## src/sv/jsv_pkg.sv

```systemverilog
// ----------------------------------------------------------------------------
// jsv_pkg
// Shared types, constants and character helpers for the JSON syntax
// validator: parse states, verdict codes, nesting kinds and stack sizing.
// ----------------------------------------------------------------------------
package jsv_pkg;

	// nesting stack and offset counter sizing
	localparam int MAX_DEPTH   = 64;
	localparam int OFFSET_BITS = 24;
	localparam int DEPTH_W     = $clog2(MAX_DEPTH + 1);
	localparam int ADDR_W      = $clog2(MAX_DEPTH);

	// result offset field is fixed at 24 bits
	localparam int OFF_OUT_W = 24;
	localparam int CMP_W     = (OFFSET_BITS > OFF_OUT_W) ? OFFSET_BITS : OFF_OUT_W;
	localparam logic [OFF_OUT_W-1:0] OFF_MAX = '1;

	// verdict codes
	localparam logic [1:0] VERDICT_RUN    = 2'd0;
	localparam logic [1:0] VERDICT_ACCEPT = 2'd1;
	localparam logic [1:0] VERDICT_REJECT = 2'd2;

	// nesting kinds
	localparam logic KIND_OBJ = 1'b0;
	localparam logic KIND_ARR = 1'b1;

	// escape counter
	localparam logic [2:0] HEX_DIGITS = 3'd4;

	// characters
	localparam logic [7:0] CH_QUOTE  = 8'h22;
	localparam logic [7:0] CH_BSLASH = 8'h5C;
	localparam logic [7:0] CH_SLASH  = 8'h2F;
	localparam logic [7:0] CH_LBRACE = 8'h7B;
	localparam logic [7:0] CH_RBRACE = 8'h7D;
	localparam logic [7:0] CH_LBRACK = 8'h5B;
	localparam logic [7:0] CH_RBRACK = 8'h5D;
	localparam logic [7:0] CH_COMMA  = 8'h2C;
	localparam logic [7:0] CH_COLON  = 8'h3A;
	localparam logic [7:0] CH_MINUS  = 8'h2D;
	localparam logic [7:0] CH_PLUS   = 8'h2B;
	localparam logic [7:0] CH_DOT    = 8'h2E;
	localparam logic [7:0] CH_ZERO   = 8'h30;
	localparam logic [7:0] CH_ONE    = 8'h31;
	localparam logic [7:0] CH_NINE   = 8'h39;
	localparam logic [7:0] CH_SPACE  = 8'h20;
	localparam logic [7:0] CH_TAB    = 8'h09;
	localparam logic [7:0] CH_CR     = 8'h0D;
	localparam logic [7:0] CH_LOW_A  = 8'h61;
	localparam logic [7:0] CH_LOW_B  = 8'h62;
	localparam logic [7:0] CH_LOW_E  = 8'h65;
	localparam logic [7:0] CH_UP_E   = 8'h45;
	localparam logic [7:0] CH_LOW_F  = 8'h66;
	localparam logic [7:0] CH_LOW_L  = 8'h6C;
	localparam logic [7:0] CH_LOW_N  = 8'h6E;
	localparam logic [7:0] CH_LOW_R  = 8'h72;
	localparam logic [7:0] CH_LOW_S  = 8'h73;
	localparam logic [7:0] CH_LOW_T  = 8'h74;
	localparam logic [7:0] CH_LOW_U  = 8'h75;

	typedef enum logic [4:0] {
		ST_INIT         = 5'd0,
		ST_OBJ_EMPTY    = 5'd1,
		ST_OBJ_KEY      = 5'd2,
		ST_NAME         = 5'd3,
		ST_NAME_ESC     = 5'd4,
		ST_NAME_HEX     = 5'd5,
		ST_COLON        = 5'd6,
		ST_VALUE        = 5'd7,
		ST_ARR_EMPTY    = 5'd8,
		ST_STR          = 5'd9,
		ST_STR_ESC      = 5'd10,
		ST_STR_HEX      = 5'd11,
		ST_AFTER        = 5'd12,
		ST_FINISH       = 5'd13,
		ST_LIT_TRUE     = 5'd14,
		ST_LIT_FALSE    = 5'd15,
		ST_LIT_NULL     = 5'd16,
		ST_NUM_MINUS    = 5'd17,
		ST_NUM_ZERO     = 5'd18,
		ST_NUM_INT      = 5'd19,
		ST_NUM_DOT      = 5'd20,
		ST_NUM_FRAC     = 5'd21,
		ST_NUM_EXP      = 5'd22,
		ST_NUM_EXP_SIGN = 5'd23,
		ST_NUM_EXP_DIG  = 5'd24
	} parse_state_t;

	// effect of one byte on the parser and the nesting stack
	typedef struct packed {
		parse_state_t st;
		logic         fail;
		logic         push;
		logic         pop;
		logic         kind;
	} act_t;

	// one result transaction
	typedef struct packed {
		logic [1:0]           verdict;
		logic [OFF_OUT_W-1:0] error_offset;
	} res_t;

	function automatic logic is_ws(input logic [7:0] c);
		return (c == CH_SPACE) || (c inside {[CH_TAB:CH_CR]});
	endfunction

	function automatic logic is_digit(input logic [7:0] c);
		return c inside {[CH_ZERO:CH_NINE]};
	endfunction

	function automatic logic ends_number(input logic [7:0] c);
		return is_ws(c) || (c inside {CH_COMMA, CH_RBRACE, CH_RBRACK});
	endfunction

	function automatic logic is_simple_escape(input logic [7:0] c);
		return c inside {CH_BSLASH, CH_SLASH, CH_LOW_B, CH_LOW_F, CH_LOW_T,
			CH_LOW_N, CH_LOW_R, CH_QUOTE};
	endfunction

	// length of the literal matched in a literal state
	function automatic logic [2:0] lit_len(input parse_state_t s);
		logic [2:0] len;
		case (s)
			ST_LIT_FALSE: len = 3'd5;
			default:      len = 3'd4;
		endcase
		return len;
	endfunction

	// expected character at a position of a literal
	function automatic logic [7:0] lit_char(input parse_state_t s, input logic [2:0] pos);
		logic [7:0] ch;
		ch = 8'h00;
		case (s)
			ST_LIT_TRUE: begin
				case (pos)
					3'd0:    ch = CH_LOW_T;
					3'd1:    ch = CH_LOW_R;
					3'd2:    ch = CH_LOW_U;
					3'd3:    ch = CH_LOW_E;
					default: ch = 8'h00;
				endcase
			end
			ST_LIT_FALSE: begin
				case (pos)
					3'd0:    ch = CH_LOW_F;
					3'd1:    ch = CH_LOW_A;
					3'd2:    ch = CH_LOW_L;
					3'd3:    ch = CH_LOW_S;
					3'd4:    ch = CH_LOW_E;
					default: ch = 8'h00;
				endcase
			end
			ST_LIT_NULL: begin
				case (pos)
					3'd0:    ch = CH_LOW_N;
					3'd1:    ch = CH_LOW_U;
					3'd2:    ch = CH_LOW_L;
					3'd3:    ch = CH_LOW_L;
					default: ch = 8'h00;
				endcase
			end
			default: ch = 8'h00;
		endcase
		return ch;
	endfunction

endpackage

```

## src/sv/jsv_text_if.sv

```systemverilog
// ----------------------------------------------------------------------------
// jsv_text_if
// Byte channel into the validator: one character and a last-byte flag per
// transaction.
// ----------------------------------------------------------------------------
interface jsv_text_if;
	logic       valid;
	logic       ready;
	logic [7:0] data_byte;
	logic       last_byte;

	modport source (output valid, output data_byte, output last_byte, input ready);
	modport sink (input valid, input data_byte, input last_byte, output ready);
endinterface

```

## src/sv/jsv_status_if.sv

```systemverilog
// ----------------------------------------------------------------------------
// jsv_status_if
// Verdict channel out of the validator: verdict code and first error offset
// per transaction.
// ----------------------------------------------------------------------------
interface jsv_status_if;
	logic                           valid;
	logic                           ready;
	logic [1:0]                     verdict;
	logic [jsv_pkg::OFF_OUT_W-1:0]  error_offset;

	modport source (output valid, output verdict, output error_offset, input ready);
	modport sink (input valid, input verdict, input error_offset, output ready);
endinterface

```

## src/sv/json_syntax_validator_core.sv

```systemverilog
// ----------------------------------------------------------------------------
// json_syntax_validator_core
// Streaming JSON syntax checker with a bounded object/array nesting stack.
// ----------------------------------------------------------------------------
// The block takes one byte per clock cycle while text.ready is high and
// returns one verdict per byte (running, accepted on the last byte, or
// rejected with the offset of the first error). The byte is parsed in the
// cycle it is accepted, so the rate is set by the parser update and the
// nesting stack access. The stack lives in a 1-bit synchronous RAM of
// MAX_DEPTH entries: the top entry is held in a register and the entry
// below it is prefetched every cycle, with a forward path for the entry
// written by a push in the cycle before. Verdicts leave through a two-entry
// output buffer, so text.ready drops only when two verdicts wait unread.
// The stack needs no clearing after reset: only entries below the current
// depth are ever used.
// ----------------------------------------------------------------------------
module json_syntax_validator_core (
	input  logic                clk,
	input  logic                arst_n,
	jsv_text_if.sink            text,
	jsv_status_if.source        status
);

	import jsv_pkg::*;

	// parser state
	parse_state_t         state_q;
	logic [2:0]           lit_q;
	logic [2:0]           esc_q;
	logic [DEPTH_W-1:0]   depth_q;
	logic                 top_q;
	logic                 err_q;
	logic [OFFSET_BITS-1:0] cnt_q;
	logic                 fwd_q;
	logic                 fwd_bit_q;

	// output buffer
	logic                 out_valid_q;
	res_t                 out_q;
	logic                 skid_valid_q;
	res_t                 skid_q;

	logic                 in_fire;
	logic                 out_fire;
	logic [7:0]           c;
	logic                 last;

	logic                 open_ok;
	logic                 below;
	logic                 ram_rdata;
	logic                 ram_we;
	logic [DEPTH_W-1:0]   depth_dec;
	logic [DEPTH_W-1:0]   depth_n;
	logic [DEPTH_W-1:0]   raddr_full;
	logic [ADDR_W-1:0]    waddr;
	logic [ADDR_W-1:0]    raddr;

	act_t                 op_obj;
	act_t                 op_arr;
	act_t                 cl_obj;
	act_t                 cl_arr;
	act_t                 vs;
	act_t                 av;
	act_t                 act;
	logic [2:0]           lit_n;
	logic [2:0]           esc_n;
	logic [2:0]           lit_inc;
	logic [2:0]           esc_inc;

	logic                 step_fail;
	logic                 err_n;
	logic                 do_push;
	logic                 do_pop;

	logic [CMP_W-1:0]     cnt_ext;
	logic [OFF_OUT_W-1:0] off_sat;
	res_t                 res;

	// handshakes
	assign c         = text.data_byte;
	assign last      = text.last_byte;
	assign text.ready = !skid_valid_q;
	assign in_fire   = text.valid && !skid_valid_q;
	assign out_fire  = out_valid_q && status.ready;

	// stack helpers
	assign open_ok   = depth_q < DEPTH_W'(MAX_DEPTH);
	assign below     = fwd_q ? fwd_bit_q : ram_rdata;
	assign depth_dec = depth_q - DEPTH_W'(1);

	// open and close actions
	always_comb begin
		op_obj = '{st: ST_OBJ_EMPTY, fail: !open_ok, push: 1'b1, pop: 1'b0, kind: KIND_OBJ};
		op_arr = '{st: ST_ARR_EMPTY, fail: !open_ok, push: 1'b1, pop: 1'b0, kind: KIND_ARR};
		cl_obj = '{st: (depth_q == DEPTH_W'(1)) ? ST_FINISH : ST_AFTER,
			fail: (depth_q == '0) || (top_q != KIND_OBJ), push: 1'b0, pop: 1'b1,
			kind: KIND_OBJ};
		cl_arr = '{st: (depth_q == DEPTH_W'(1)) ? ST_FINISH : ST_AFTER,
			fail: (depth_q == '0) || (top_q != KIND_ARR), push: 1'b0, pop: 1'b1,
			kind: KIND_ARR};
	end

	// start of a value
	always_comb begin
		vs = '{st: state_q, fail: 1'b0, push: 1'b0, pop: 1'b0, kind: KIND_OBJ};
		if (c == CH_QUOTE) begin
			vs.st = ST_STR;
		end else if (c == CH_MINUS) begin
			vs.st = ST_NUM_MINUS;
		end else if (c == CH_ZERO) begin
			vs.st = ST_NUM_ZERO;
		end else if (c inside {[CH_ONE:CH_NINE]}) begin
			vs.st = ST_NUM_INT;
		end else if (c == CH_LOW_T) begin
			vs.st = ST_LIT_TRUE;
		end else if (c == CH_LOW_F) begin
			vs.st = ST_LIT_FALSE;
		end else if (c == CH_LOW_N) begin
			vs.st = ST_LIT_NULL;
		end else if (c == CH_LBRACE) begin
			vs = op_obj;
		end else if (c == CH_LBRACK) begin
			vs = op_arr;
		end else begin
			vs.fail = 1'b1;
		end
	end

	// byte following a complete value
	always_comb begin
		av = '{st: ST_AFTER, fail: 1'b0, push: 1'b0, pop: 1'b0, kind: KIND_OBJ};
		if (is_ws(c)) begin
			av.st = ST_AFTER;
		end else if (c == CH_COMMA) begin
			if (depth_q == '0) begin
				av.fail = 1'b1;
			end else begin
				av.st = (top_q == KIND_ARR) ? ST_VALUE : ST_OBJ_KEY;
			end
		end else if (c == CH_RBRACK) begin
			av = cl_arr;
		end else if (c == CH_RBRACE) begin
			av = cl_obj;
		end else begin
			av.fail = 1'b1;
		end
	end

	assign lit_inc = lit_q + 3'd1;
	assign esc_inc = esc_q + 3'd1;

	// next state of the parser
	always_comb begin
		act   = '{st: state_q, fail: 1'b0, push: 1'b0, pop: 1'b0, kind: KIND_OBJ};
		lit_n = lit_q;
		esc_n = esc_q;
		case (state_q)
			ST_INIT: begin
				if (!is_ws(c)) begin
					if (c == CH_LBRACE) act = op_obj;
					else if (c == CH_LBRACK) act = op_arr;
					else act.fail = 1'b1;
				end
			end
			ST_OBJ_EMPTY: begin
				if (!is_ws(c)) begin
					if (c == CH_QUOTE) act.st = ST_NAME;
					else if (c == CH_RBRACE) act = cl_obj;
					else act.fail = 1'b1;
				end
			end
			ST_OBJ_KEY: begin
				if (!is_ws(c)) begin
					if (c == CH_QUOTE) act.st = ST_NAME;
					else act.fail = 1'b1;
				end
			end
			ST_NAME, ST_STR: begin
				if (c == CH_BSLASH) begin
					act.st = (state_q == ST_NAME) ? ST_NAME_ESC : ST_STR_ESC;
				end else if (c == CH_QUOTE) begin
					act.st = (state_q == ST_NAME) ? ST_COLON : ST_AFTER;
				end
			end
			ST_NAME_ESC, ST_STR_ESC: begin
				if (is_simple_escape(c)) begin
					act.st = (state_q == ST_NAME_ESC) ? ST_NAME : ST_STR;
				end else if (c == CH_LOW_U) begin
					esc_n  = '0;
					act.st = (state_q == ST_NAME_ESC) ? ST_NAME_HEX : ST_STR_HEX;
				end else begin
					act.fail = 1'b1;
				end
			end
			ST_NAME_HEX, ST_STR_HEX: begin
				esc_n = esc_inc;
				if (esc_inc >= HEX_DIGITS) begin
					esc_n  = '0;
					act.st = (state_q == ST_NAME_HEX) ? ST_NAME : ST_STR;
				end
			end
			ST_COLON: begin
				if (!is_ws(c)) begin
					if (c == CH_COLON) act.st = ST_VALUE;
					else act.fail = 1'b1;
				end
			end
			ST_VALUE: begin
				if (!is_ws(c)) begin
					act   = vs;
					lit_n = 3'd1;
				end
			end
			ST_ARR_EMPTY: begin
				if (!is_ws(c)) begin
					if (c == CH_RBRACK) begin
						act = cl_arr;
					end else begin
						act   = vs;
						lit_n = 3'd1;
					end
				end
			end
			ST_AFTER: act = av;
			ST_FINISH: begin
				if (!is_ws(c)) act.fail = 1'b1;
			end
			ST_LIT_TRUE, ST_LIT_FALSE, ST_LIT_NULL: begin
				if (lit_q >= lit_len(state_q) || c != lit_char(state_q, lit_q)) begin
					act.fail = 1'b1;
				end else if (lit_inc == lit_len(state_q)) begin
					lit_n  = '0;
					act.st = ST_AFTER;
				end else begin
					lit_n = lit_inc;
				end
			end
			ST_NUM_MINUS: begin
				if (c == CH_ZERO) act.st = ST_NUM_ZERO;
				else if (is_digit(c)) act.st = ST_NUM_INT;
				else act.fail = 1'b1;
			end
			ST_NUM_ZERO, ST_NUM_INT: begin
				if (is_digit(c) && state_q == ST_NUM_INT) act.st = ST_NUM_INT;
				else if (c == CH_DOT) act.st = ST_NUM_DOT;
				else if (c == CH_LOW_E || c == CH_UP_E) act.st = ST_NUM_EXP;
				else if (ends_number(c)) act = av;
				else act.fail = 1'b1;
			end
			ST_NUM_DOT: begin
				if (is_digit(c)) act.st = ST_NUM_FRAC;
				else act.fail = 1'b1;
			end
			ST_NUM_FRAC: begin
				if (is_digit(c)) act.st = ST_NUM_FRAC;
				else if (c == CH_LOW_E || c == CH_UP_E) act.st = ST_NUM_EXP;
				else if (ends_number(c)) act = av;
				else act.fail = 1'b1;
			end
			ST_NUM_EXP: begin
				if (c == CH_PLUS || c == CH_MINUS) act.st = ST_NUM_EXP_SIGN;
				else if (is_digit(c)) act.st = ST_NUM_EXP_DIG;
				else act.fail = 1'b1;
			end
			ST_NUM_EXP_SIGN: begin
				if (is_digit(c)) act.st = ST_NUM_EXP_DIG;
				else act.fail = 1'b1;
			end
			ST_NUM_EXP_DIG: begin
				if (is_digit(c)) act.st = ST_NUM_EXP_DIG;
				else if (ends_number(c)) act = av;
				else act.fail = 1'b1;
			end
			default: act.fail = 1'b1;
		endcase
	end

	// error and stack control for the accepted byte
	assign step_fail = !err_q && act.fail;
	assign err_n     = err_q || step_fail;
	assign do_push   = in_fire && !err_q && !act.fail && act.push;
	assign do_pop    = in_fire && !err_q && !act.fail && act.pop;

	always_comb begin
		if (in_fire && last) depth_n = '0;
		else if (do_push) depth_n = depth_q + DEPTH_W'(1);
		else if (do_pop) depth_n = depth_dec;
		else depth_n = depth_q;
	end

	// old top spills to the ram on a push; prefetch the entry under the next top
	assign ram_we     = do_push && (depth_q != '0);
	assign waddr      = depth_dec[ADDR_W-1:0];
	assign raddr_full = depth_n - DEPTH_W'(2);
	assign raddr      = raddr_full[ADDR_W-1:0];

	jsv_ram #(
		.WIDTH (1),
		.DEPTH (MAX_DEPTH)
	) u_stack (
		.clk   (clk),
		.we    (ram_we),
		.waddr (waddr),
		.wdata (top_q),
		.raddr (raddr),
		.rdata (ram_rdata)
	);

	// verdict for the accepted byte
	assign cnt_ext = CMP_W'(cnt_q);
	assign off_sat = (cnt_ext > CMP_W'(OFF_MAX)) ? OFF_MAX : cnt_ext[OFF_OUT_W-1:0];

	always_comb begin
		if (last) begin
			if (!err_n && act.st == ST_FINISH) begin
				res = '{verdict: VERDICT_ACCEPT, error_offset: '0};
			end else begin
				res = '{verdict: VERDICT_REJECT, error_offset: off_sat};
			end
		end else if (err_n) begin
			res = '{verdict: VERDICT_REJECT, error_offset: off_sat};
		end else begin
			res = '{verdict: VERDICT_RUN, error_offset: '0};
		end
	end

	// parser registers
	always_ff @(posedge clk or negedge arst_n) begin
		if (!arst_n) begin
			state_q   <= ST_INIT;
			lit_q     <= '0;
			esc_q     <= '0;
			depth_q   <= '0;
			top_q     <= KIND_OBJ;
			err_q     <= 1'b0;
			cnt_q     <= '0;
			fwd_q     <= 1'b0;
			fwd_bit_q <= 1'b0;
		end else begin
			fwd_q     <= ram_we;
			fwd_bit_q <= top_q;
			depth_q   <= depth_n;
			if (in_fire) begin
				if (last) begin
					state_q <= ST_INIT;
					lit_q   <= '0;
					esc_q   <= '0;
					err_q   <= 1'b0;
					cnt_q   <= '0;
				end else if (!err_q) begin
					err_q <= err_n;
					if (!act.fail) begin
						state_q <= act.st;
						lit_q   <= lit_n;
						esc_q   <= esc_n;
						if (cnt_q != '1) cnt_q <= cnt_q + OFFSET_BITS'(1);
					end
					if (do_push) top_q <= act.kind;
					else if (do_pop) top_q <= below;
				end
			end
		end
	end

	// two-entry output buffer
	always_ff @(posedge clk or negedge arst_n) begin
		if (!arst_n) begin
			out_valid_q  <= 1'b0;
			skid_valid_q <= 1'b0;
		end else begin
			if (out_fire || !out_valid_q) begin
				if (skid_valid_q) begin
					out_valid_q  <= 1'b1;
					skid_valid_q <= 1'b0;
				end else begin
					out_valid_q <= in_fire;
				end
			end else if (in_fire) begin
				skid_valid_q <= 1'b1;
			end
		end
	end

	always_ff @(posedge clk) begin
		if (out_fire || !out_valid_q) begin
			if (skid_valid_q) out_q <= skid_q;
			else if (in_fire) out_q <= res;
		end else if (in_fire) begin
			skid_q <= res;
		end
	end

	assign status.valid        = out_valid_q;
	assign status.verdict      = out_q.verdict;
	assign status.error_offset = out_q.error_offset;

endmodule

```

## src/sv/jsv_ram.sv

```systemverilog
// ----------------------------------------------------------------------------
// jsv_ram
// Generic single-write, single-read synchronous RAM with registered read.
// ----------------------------------------------------------------------------
module jsv_ram #(
	parameter int WIDTH = 1,
	parameter int DEPTH = 64
) (
	input  logic                     clk,
	input  logic                     we,
	input  logic [$clog2(DEPTH)-1:0] waddr,
	input  logic [WIDTH-1:0]         wdata,
	input  logic [$clog2(DEPTH)-1:0] raddr,
	output logic [WIDTH-1:0]         rdata
);

	logic [WIDTH-1:0] mem_q [DEPTH];

	// write port
	always_ff @(posedge clk) begin
		if (we) begin
			mem_q[waddr] <= wdata;
		end
	end

	// registered read port
	always_ff @(posedge clk) begin
		rdata <= mem_q[raddr];
	end

endmodule

```

## src/flat_wrapper.sv

```systemverilog
// flat-port wrapper written by rule: the top's interface ports become plain ports
module json_syntax_validator_core_flat import jsv_pkg::*;
  (clk, arst_n, text_valid, text_data_byte, text_last_byte, text_ready, status_valid, status_verdict, status_error_offset, status_ready);
  jsv_text_if text_i ();
  jsv_status_if status_i ();
  input  logic clk;
  input  logic arst_n;
  input wire logic [$bits(text_i.valid)-1:0] text_valid;
  input wire logic [$bits(text_i.data_byte)-1:0] text_data_byte;
  input wire logic [$bits(text_i.last_byte)-1:0] text_last_byte;
  output wire logic [$bits(text_i.ready)-1:0] text_ready;
  output wire logic [$bits(status_i.valid)-1:0] status_valid;
  output wire logic [$bits(status_i.verdict)-1:0] status_verdict;
  output wire logic [$bits(status_i.error_offset)-1:0] status_error_offset;
  input wire logic [$bits(status_i.ready)-1:0] status_ready;
  assign text_i.valid = text_valid;
  assign text_i.data_byte = text_data_byte;
  assign text_i.last_byte = text_last_byte;
  assign text_ready = text_i.ready;
  assign status_valid = status_i.valid;
  assign status_verdict = status_i.verdict;
  assign status_error_offset = status_i.error_offset;
  assign status_i.ready = status_ready;
  json_syntax_validator_core u_core (.clk(clk), .arst_n(arst_n), .text(text_i), .status(status_i));
endmodule
```

## config.mk

```make
export PLATFORM = sky130hd
export DESIGN_NAME = json_syntax_validator_core_flat
export DESIGN_NICKNAME = d
export VERILOG_FILES = /design/src/sv/jsv_pkg.sv /design/src/sv/jsv_text_if.sv /design/src/sv/jsv_status_if.sv /design/src/sv/json_syntax_validator_core.sv /design/src/sv/jsv_ram.sv /design/src/flat_wrapper.sv
export SDC_FILE = /design/constraint.sdc
export NUM_CORES = 1
export LEC_CHECK = 0
export ABC_AREA = 0
export BUFFER_PORTS_ARGS = -buffer_cell sky130_fd_sc_hd__buf_2
export CELL_PAD_IN_SITES_DETAIL_PLACEMENT = 1
export CELL_PAD_IN_SITES_GLOBAL_PLACEMENT = 1
export CORE_MARGIN = 2
export CORE_UTILIZATION = 49
export DETAILED_ROUTE_END_ITERATION = 12
export HOLD_SLACK_MARGIN = 0.02
export PLACE_DENSITY = 0.88
export SLEW_MARGIN = 20
export SYNTH_ARGS = -nofsm -noshare
export SYNTH_HDL_FRONTEND = slang
export SYNTH_HIERARCHICAL = 1
export SYNTH_SLANG_ARGS = --single-unit
```

## constraint.sdc

```tcl
create_clock -name clk -period 5.6 [get_ports clk]
set_input_delay 1.12 -clock clk [delete_from_list [all_inputs] [get_ports clk]]
set_output_delay 1.12 -clock clk [all_outputs]
set_load 0.01 [all_outputs]
```

==> results of run 1 <==
## final timing paths
check | slack (ns) | from | cells past startpoint | to
hold / removal | 0.52 | u_core/esc_q[1] | 1 | u_core/esc_q[1]
min in group asynchronous | 0.82 | arst_n | 2 | u_core/cnt_ext[16]
setup reg to reg | 0.32 | u_core/lit_q[2] | 19 | u_core/u_stack/rdata
hold reg to reg | 0.52 | u_core/esc_q[1] | 1 | u_core/esc_q[1]
max in group asynchronous | 4.28 | arst_n | 2 | u_core/esc_q[0]
setup / recovery | 0.16 | text_data_byte[4] | 17 | u_core/u_stack/rdata
## report_power, final
| group | switching (W) | internal [W] | total, W |
|---|---|---|---|
| combinational | 0.000175 | 0.0000820 | 0.000257 |
| sequential | 0.0000108 | 0.00133 | 0.00134 |
| clock | 0.000568 | 0.000599 | 0.00117 |
## layer usage
layer	vias up	global-route usage	routed length [µm]
met2	422	0.536	16600
met1	4526	0.421	14200
met4	0	0.0899	761
met5	-	0	0
met3	73	0.0556	2410
li1	3975	-	-
## final cells by class
| class | instances | share of cell area |
|---|---|---|
| Inverter | 45 | 0.0148 |
| Sequential cell | 165 | 0.413 |
| Multi-Input combinational cell | 759 | 0.430 |
| Timing Repair Buffer | 101 | 0.0611 |
| Clock inverter | 14 | 0.0135 |
| Tap cell | 270 | 0.0297 |
| Clock buffer | 18 | 0.0377 |
## layout by cell type, fill, tap and decap left out, types with 9 or more instances in the layout
cell type	synthesis	layout
a21oi_1	46	45
a31oi_1	11	11
buf_2	14	40
buf_4	2	58
clkbuf_16	0	17
dfrtp_1	48	48
edfxtp_1	116	116
ha_1	11	11
inv_1	45	45
mux2i_1	10	9
mux4_2	11	11
nand2_1	87	87
nand2b_1	14	14
nand3_1	26	26
nand3b_1	9	9
nand4_1	10	10
nor2_1	156	155
nor2b_1	15	15
nor3_1	32	32
nor4_1	16	16
o21ai_0	40	40
o31ai_1	34	34
or3_1	25	25
xnor2_1	15	15
xor2_1	10	10
## sequential cells by signal, summed over array words and instances (netlist names)
name / cells
u_core/status.valid: 1
u_core/esc_q: 3
u_core/err_q: 1
u_core/u_stack/mem_q: 64
u_core/depth_q: 7
u_core/fwd_q: 1
u_core/u_stack/rdata: 1
u_core/top_q: 1
u_core/lit_q: 3
u_core/skid_q: 26
u_core/fwd_bit_q: 1
u_core/skid_valid_q: 1
u_core/cnt_ext: 24
u_core/state_q: 5
u_core/status.verdict: 2
u_core/status.error_offset: 24
## synthesized netlist by cell type (all sizes together) (10+ instances only)
master    n  area (µm²)
dfrtp    48        1200
nand3    26         130
a31oi    11        68.8
buf      24         141
a21oi    47         239
nor3     32         160
nor4     20         150
nand2b   14        87.6
edfxtp  116        3480
nor2b    15        93.8
mux4     16         379
nand4    10        62.6
o31ai    34         255
or3      25         156
clkbuf   40         151
o21ai    43         215
nor2    156         586
inv      45         169
nand2    88         333
ha       11         138
xor2     10        87.6
mux2i    10         100
xnor2    15         131
## cell families (layout without fill, tap and decap cells)
group	after synthesis	after routing	share of synthesized area
AO/OA/AOI/OAI	231	231	0.161
adder cells (fa/ha/maj)	11	11	0.0137
AND/OR/NAND/NOR	463	463	0.238
flip-flops	165	165	0.468
buffers and inverters	109	178	0.0460
XOR/XNOR	25	25	0.0218
multiplexers	29	29	0.0511
## critical path, cell delays in order
cell and delay [ns]:
buf_2 0.23, nor4b_1 0.60, a22o_2 0.28, nor4_1 0.07, and3_1 0.22, or4b_4 0.60
a2111o_1 0.55, o21ai_0 0.33, a31o_2 0.25, inv_1 0.12, xnor2_1 0.28, buf_12 0.19
mux4_2 0.32, mux2i_1 0.18, mux2i_1 0.12, a211oi_2 0.23, a21oi_1 0.05
## stage by stage
step	setup TNS [ns]	area (µm²)
4_1_cts	0	11400
5_1_grt	0	11400
2_1_floorplan	0	10000
6_report	0	11400
3_5_place_dp	-0.106	10800
3_3_place_gp	0	10800
## repair_timing
action                     in CTS  in global routing
buffers inserted                0                  1
setup endpoints to repair       0                  1
gates resized for setup         0                  1
==> impl_metrics.toml, run 1 <==
[status]
status = "complete, no violations"

[pwr]
powerDensity_nw_per_um2 = 243
p_leak_nw = 4.19
ir_drop_v = 0.000183
p_total_w = 0.00276

[synthesis]
syn_area_per_cell_um2 = 9.72
synth-edff-count = 116
syn_inst = 1033
synth-seq-cells = 165
synth_cell_types = 93
ys_seq_area_frac = 0.468
async_reset_ff_frac = 0.291
synth_fp_nets = 1057
syn-cell-area_um2 = 10000
ys_warn_count = 6
synthFlopType = "edfxtp_1"

[placed_design]
pre_cts_ws_ns = -0.106
dp_hpwl_mm = 23.3
io_buffers = 40
place_congestion = 1.07
dp_cells = 1339

[detailed_routing]
wire_per_inst_um = 24.8
dr.pass1.iters = 5
drt-total-wl_mm = 34.0
drcViolationCount = 0
vias_per_cell = 6.56
drt-initial-drc-count = 884
vias = 8996
antenna_left = 0

[global_routing]
grt_pass1_wl_mm = 53.1
antenna_found_initial = 0
grt_use_total = 0.317
grt_pass1_vias = 9173
grt_max_degree = 67
gr-total-overflow = 0

[clocking]
cts_hold_buf = 0
numCtsBuffers = 17
clockBufferDepth = 2
cts_sinks = 165
cts_root_buffer = "clkbuf_16"
insertion_delay_ns = 0.44
h-tree-depth = 4
cts.clk_slew.worst_paths_ns = 0.07
cts_tree = "yes"

[finish]
multi_input_area_um2 = 4900
syn_to_final_growth_pct = 13.4
fillCellCount = 2267
ff_latch_area_um2 = 4700
drive_above_1_share = 0.161
final_core_util = 0.565
fin_cells = 1372
antenna_cells = 0
fin_nets = 1113

[critical_path]
arrival_ns = 5.76
cp_max_fo = 13
critPathKind = "in2reg"
end_kind = "flop"
startpoint_type = "input port"
cp.required_ns = 5.92

[sta]
slew_headroom = 0.394
holdWs_ns = 0.519
fmax_mhz = 184
finClkSkew_ns = 0.00858
setup_viol = 0
period_share = 0.972
fin_ws_ns = 0.158
hold_viol = 0
grt_setup_unrepaired = "false"
fin_crit_ns = 5.44
tightest_slew_ns = 0.906
drv_slew = 0

[flow_run]
drv_cap = 0

[die]
io_pins = 41
initial_core_util = 0.498
rows = 52
dieArea_um2 = 21700
die_h_um = 147
core_um2 = 20200
die_x_um = 147

[min_path]
hp-class = "reg2reg"
(Power assumes the default switching activity.)
==> run 2: changes to the inputs <==
--- a/config.mk
+++ b/config.mk
@@ -14,6 +14,7 @@
 export DETAILED_ROUTE_END_ITERATION = 12
 export HOLD_SLACK_MARGIN = 0.02
 export PLACE_DENSITY = 0.88
+export SETUP_SLACK_MARGIN = 0.4
 export SLEW_MARGIN = 20
 export SYNTH_ARGS = -nofsm -noshare
 export SYNTH_HDL_FRONTEND = slang
==> run 2 against run 1 <==
Compared with the run above:
- clock power about the same
- flip-flop and latch count unchanged
- count of clock-buffer cells in the layout unchanged
- setup slack improved by 0.21 ns
- via count increased by 2.0%
- global-route usage decreased by 1.5 points
- design area increased by 0.96%
- combinational power about the same
- hold slack got worse by 0.0025 ns
- critical path depth decreased by 1
- largest cell class unchanged
==> impl_metrics.toml, run 2 (synthesized netlist as in run 1, its figures left out) <==
[critical_path]
critPathKind = "in2reg"
arrival_ns = 5.57
rrSetupSlack_ns = 0.43
reg2reg_to = "u_core/u_stack/rdata"
worstSetupEndpoint = "u_core/u_stack/rdata"
cp.required_ns = 5.95
cp_max_fo = 15
reg2regPathDepth = 18
r2r_start = "u_core/lit_q[0]"
end_kind = "flop"
startpoint_type = "input port"
critPathLaunch = "text_data_byte[6]"

[global_routing]
grt_pass1_wl_mm = 51.1
grt_pass1_vias = 9128
grt_use_total = 0.302
gr-total-overflow = 0
grt_max_degree = 57
antenna_found_initial = 0

[die]
initial_core_util = 0.498
io_pins = 41
die_h_um = 147
rows = 52
die_x_um = 147
core_um2 = 20200
dieArea_um2 = 21700

[sta]
fin_ws_ns = 0.371
slew_headroom = 0.221
fmax_mhz = 191
drv_slew = 0
period_share = 0.934
finClkSkew_ns = 0.0160
tightest_slew_ns = 1.16
hold_viol = 0
setup-tns-final_ns = 0
setup_viol = 0
fin_crit_ns = 5.23
grt_setup_unrepaired = "false"

[finish]
final_core_util = 0.570
largest_reg_flops = 64
drive_above_1_share = 0.174
top_register = "u_core/u_stack/mem_q"
final_common_cell = "nor2_1"
final_cell_mix = "nor2_1 (154), edfxtp_1 (116), nand2_1 (86)"
finalInstanceArea_um2 = 11500
fin_nets = 1118
antenna_cells = 0
syn_to_final_growth_pct = 14.4
top_regs = "u_core/u_stack/mem_q: 64 flops, u_core/skid_q: 26 flops"

[detailed_routing]
drt-initial-drc-count = 832
vias_per_cell = 6.66
drt-total-wl_mm = 33.9
drcViolationCount = 0
vias = 9173
dr.pass1.iters = 5
wire_per_inst_um = 24.6
antenna_left = 0

[pwr]
powerDensity_nw_per_um2 = 238
p_leak_nw = 4.24
ir_drop_v = 0.000247
p_total_w = 0.00274

[clocking]
clockBufferDepth = 2
numCtsBuffers = 17
cts.clk_slew.worst_paths_ns = 0.06
cts_root_buffer = "clkbuf_16"
insertion_delay_ns = 0.43
cts_sinks = 165
cts_tree = "yes"
h-tree-depth = 4

[placed_design]
pre_cts_ws_ns = -0.0546
postPlaceCellArea_um2 = 10700
place_congestion = 0.967
io_buffers = 40
dp_hpwl_mm = 23.0

[min_path]
hp-class = "reg2reg"

[flow_run]
drv_cap = 0

[status]
status = "complete, no violations"
-- run 2: cell count changes in the layout (fill, tap and decap cells not counted), sizes merged --
cell,before,now
clkbuf,18,21
clkinvlp,1,0
bufinv,0,1
buf,101,103
-- run 2: metal layers --
| layer | part of all wire | track usage | wire [µm] |
|---|---|---|---|
| met2 | 0.47 | 0.486 | 15800 |
| met1 | 0.42 | 0.408 | 14200 |
| met3 | 0.079 | 0.0587 | 2660 |
| met4 | 0.035 | 0.113 | 1170 |
| met5 | 0 | 0 | 0 |
-- run 2: worst min-delay path by stage --
stage                    startpoint         endpoint  slack, ns  cells past startpoint
finish              u_core/esc_q[1]  u_core/esc_q[1]       0.52                      1
global route        u_core/esc_q[1]  u_core/esc_q[1]       0.53                      1
CTS                 u_core/esc_q[2]  u_core/esc_q[2]       0.53                      1
detailed placement  u_core/esc_q[2]  u_core/esc_q[2]       0.50                      1
global placement    u_core/esc_q[1]  u_core/esc_q[1]       0.48                      1
floorplan           u_core/esc_q[1]  u_core/esc_q[1]       0.47                      1
-- run 2: layout make-up --
type	count	area [µm²]
clock buffer	18	429
clock inverter	14	138
fill	2256	8670
inverter	45	169
multi-input combinational	759	4970
sequential	165	4710
tap	270	338
timing repair buffer	106	742
-- run 2: critical path, stage by stage --
cell and delay, ns:
buf_2 0.21, or4b_4 0.59, nor4_4 0.16, nor4_2 0.10
and3_1 0.22, or4b_4 0.59, a2111o_1 0.43, or4_1 0.54
a21oi_1 0.36, xor2_1 0.19, buf_4 0.20, nor2b_1 0.24
a22oi_1 0.14, a31oi_1 0.26, a211oi_2 0.08, a21oi_1 0.15
-- run 2: per-stage QoR --
stage,hold WS [ns],std cells
floorplan,0.468,1033
global placement,0.480,1327
detailed placement,0.505,1327
CTS,0.525,1361
global route,0.535,1377
finish,0.517,1377
-- run 2: report_power, final --
part	internal [W]	switching, W	leakage, nW
Combinational	0.0000794	0.000177	2.07
Clock	0.000627	0.000515	0.285
Sequential	0.00133	0.0000104	1.89
-- run 2: repair_timing --
| action | 4_1_cts | 5_1_grt |
|---|---|---|
| gates resized for setup | 2 | 13 |
| pin swaps | 1 | 2 |
| cloned | 0 | 1 |
| hold buffers | 0 | 0 |
| setup endpoints to repair | 1 | 1 |
| buffers inserted | 2 | 15 |
==> run 3: changes to the inputs <==
--- a/config.mk
+++ b/config.mk
@@ -6,7 +6,7 @@
 export NUM_CORES = 1
 export LEC_CHECK = 0
 export ABC_AREA = 0
-export BUFFER_PORTS_ARGS = -buffer_cell sky130_fd_sc_hd__buf_2
+export BUFFER_PORTS_ARGS = -buffer_cell sky130_fd_sc_hd__clkbuf_2
 export CELL_PAD_IN_SITES_DETAIL_PLACEMENT = 1
 export CELL_PAD_IN_SITES_GLOBAL_PLACEMENT = 1
 export CORE_MARGIN = 2
==> constraint.sdc (replaced) <==
create_clock -name clk -period 5.6 [get_ports clk]
set_input_delay 0.56 -clock clk [delete_from_list [all_inputs] [get_ports clk]]
set_output_delay 0.56 -clock clk [all_outputs]
set_load 0.01 [all_outputs]
==> run 3 against run 2 <==
Compared with the run above:
- non-clock buffer count grew 4
- design area grew 1.4%
- hold slack lost 0.29 ns
- setup slack lost 0.20 ns
- register-to-register slack lost 0.26 ns
- final cell count grew 0.29%
- global-route usage grew 2.5 points
- sequential power is essentially flat
- largest power group unchanged
==> impl_metrics.toml, run 3 (synthesized netlist as in run 1, its figures left out) <==
[status]
status = "complete, no violations"

[critical_path]
critPathMostFrequentCell = "buf_4"
startpoint_type = "flop"
r2r_start = "u_core/state_q[4]"
critPathLaunch = "u_core/state_q[4]"
critPathKind = "reg2reg"
cp.required_ns = 5.97
end_kind = "flop"
crit_slowest_cell = "a2111o_1"
cp.depth = 21
arrival_ns = 5.80
cp_num_buf_inv = 3
cp_max_fo = 8
path_cells = "nand3b_1 -> nor2_2 -> ha_1 -> or3b_4 -> a21oi_2 -> o31ai_2 -> a221oi_4 -> nand4_1 -> buf_4 -> a2111o_1 -> buf_4 -> o31ai_2 -> a21oi_4 -> nor3_4 -> xor2_1 -> buf_4 -> nor2b_1 -> a22oi_1 -> a31oi_1 -> a21oi_1 -> a21oi_2"
reg2regPathDepth = 21
max_stage_delay_ns = 0.51
path_delay_family = "compound AO/OA/AOI/OAI gates"

[finish]
top_register = "u_core/u_stack/mem_q"
largest_reg_flops = 64
antenna_cells = 0
fillCellCount = 2246
drive_above_1_share = 0.194
final_core_util = 0.578
fin_nets = 1122
syn_to_final_growth_pct = 16.0
final_common_cell = "nor2_1"
top_regs = "u_core/u_stack/mem_q: 64 flops, u_core/skid_q: 26 flops"
final_cell_mix = "nor2_1 (153), edfxtp_1 (116), nand2_1 (87)"

[pwr]
p_total_w = 0.00284
ir_drop_v = 0.000251
powerDensity_nw_per_um2 = 243
p_int_w = 0.00203
pwr-share-clk = 0.430
p_sw_frac = 0.284
combPwrFrac = 0.097
seq_power_share = 0.473
p_switching_w = 0.000805
p_leak_nw = 4.27

[detailed_routing]
wire_per_inst_um = 27.3
dr.pass1.iters = 7
drcViolationCount = 0
vias_per_cell = 6.90
antenna_left = 0
drt-total-wl_mm = 37.6
drt-initial-drc-count = 1236
vias = 9523

[placed_design]
dp_hpwl_mm = 22.6
io_buffers = 40
place_congestion = 1.05

[sta]
period_share = 0.970
setup_viol = 0
grt_setup_unrepaired = "false"
tightest_slew_ns = 1.11
finClkSkew_ns = 0.0138
fmax_mhz = 184
drv_slew = 0
fin_crit_ns = 5.43
hold_viol = 0
slew_headroom = 0.254

[min_path]
hp-class = "in2async"

[clocking]
cts.clk_slew.worst_paths_ns = 0.08
h-tree-depth = 4
cts_hold_buf = 0
numCtsBuffers = 17
clockBufferDepth = 2
insertion_delay_ns = 0.44
cts_root_buffer = "clkbuf_16"
cts_tree = "yes"
cts_sinks = 165

[global_routing]
gr-total-overflow = 0
grt_pass1_vias = 9431
grt_use_total = 0.327
grt_pass1_wl_mm = 54.6
antenna_found_initial = 0
grt_max_degree = 71

[die]
dieArea_um2 = 21700
core_um2 = 20200
initial_core_util = 0.498
die_h_um = 147
die_x_um = 147
rows = 52
io_pins = 41

[flow_run]
drv_cap = 0
-- run 3: changes by cell type in the layout (fill, tap and decap cells not counted), sizes merged --
cell      change
clkbuf       +36
buf          -33
clkinvlp      +2
bufinv        -1
clkinv        +1
inv           -1
-- run 3: what timing repair did --
action                                  CTS  global route
buffers inserted                          5            17
cloned                                    0             0
gates resized for setup                   8            36
pin swaps                                 3            10
endpoints found under the setup margin    1             1
-- run 3: cell type report --
type	count	area, µm²	share of cell area
sequential	165	4710	0.404
multi-input combinational	759	5070	0.435
clock buffer	17	425	0.0365
tap	270	338	0.0290
timing repair buffer	110	746	0.0640
clock inverter	15	193	0.0165
inverter	45	175	0.0150
-- run 3: worst paths after layout --
kind,slack [ns],endpoint
hold reg to reg,0.52,u_core/esc_q[2]
max in group asynchronous,4.86,u_core/lit_q[0]
min in group clk,0.48,u_core/skid_valid_q
setup reg to reg,0.17,u_core/u_stack/rdata
hold / removal,0.23,u_core/cnt_ext[18]
setup / recovery,0.17,u_core/u_stack/rdata
-- run 3: per-stage QoR --
step | std cells | TNS, ns | area [µm²] | hold WS [ns] | setup slack [ns]
after global routing | 1381 | 0 | 11700 | 0.269 | 0.0691
after global placement | 1327 | 0 | 10700 | 0.478 | 0.172
final | 1381 | 0 | 11700 | 0.232 | 0.170
after detailed placement | 1327 | -0.0674 | 10700 | 0.500 | -0.0674
after floorplan | 1033 | 0 | 10000 | 0.264 | 0.442
after CTS | 1364 | 0 | 11400 | 0.249 | 0.407
-- run 3: worst reg2reg max path, delay by kind of cell (launching register included) --
kind            cells  cell delay (ns)
compound gates     10             2.36
xor+xnor            1             0.26
fa+ha+maj           1             0.27
buf+inv             3             0.64
flops               1             0.38
simple gates        6             1.48
-- run 3: routing by layer --
metal,routed length (µm),track usage
met4,1890,0.139
met1,14100,0.421
met5,0,0
met2,18100,0.540
met3,3490,0.0643
-- run 3: power groups by stage --
stage / combinational [W] / sequential, W / clock, W
after floorplan: 0.000147 / 0.00137 / 0
after global placement: 0.000228 / 0.00136 / 0
after detailed placement: 0.000240 / 0.00136 / 0
after CTS: 0.000249 / 0.00134 / 0.00123
after global routing: 0.000294 / 0.00134 / 0.00128
final: 0.000276 / 0.00134 / 0.00122
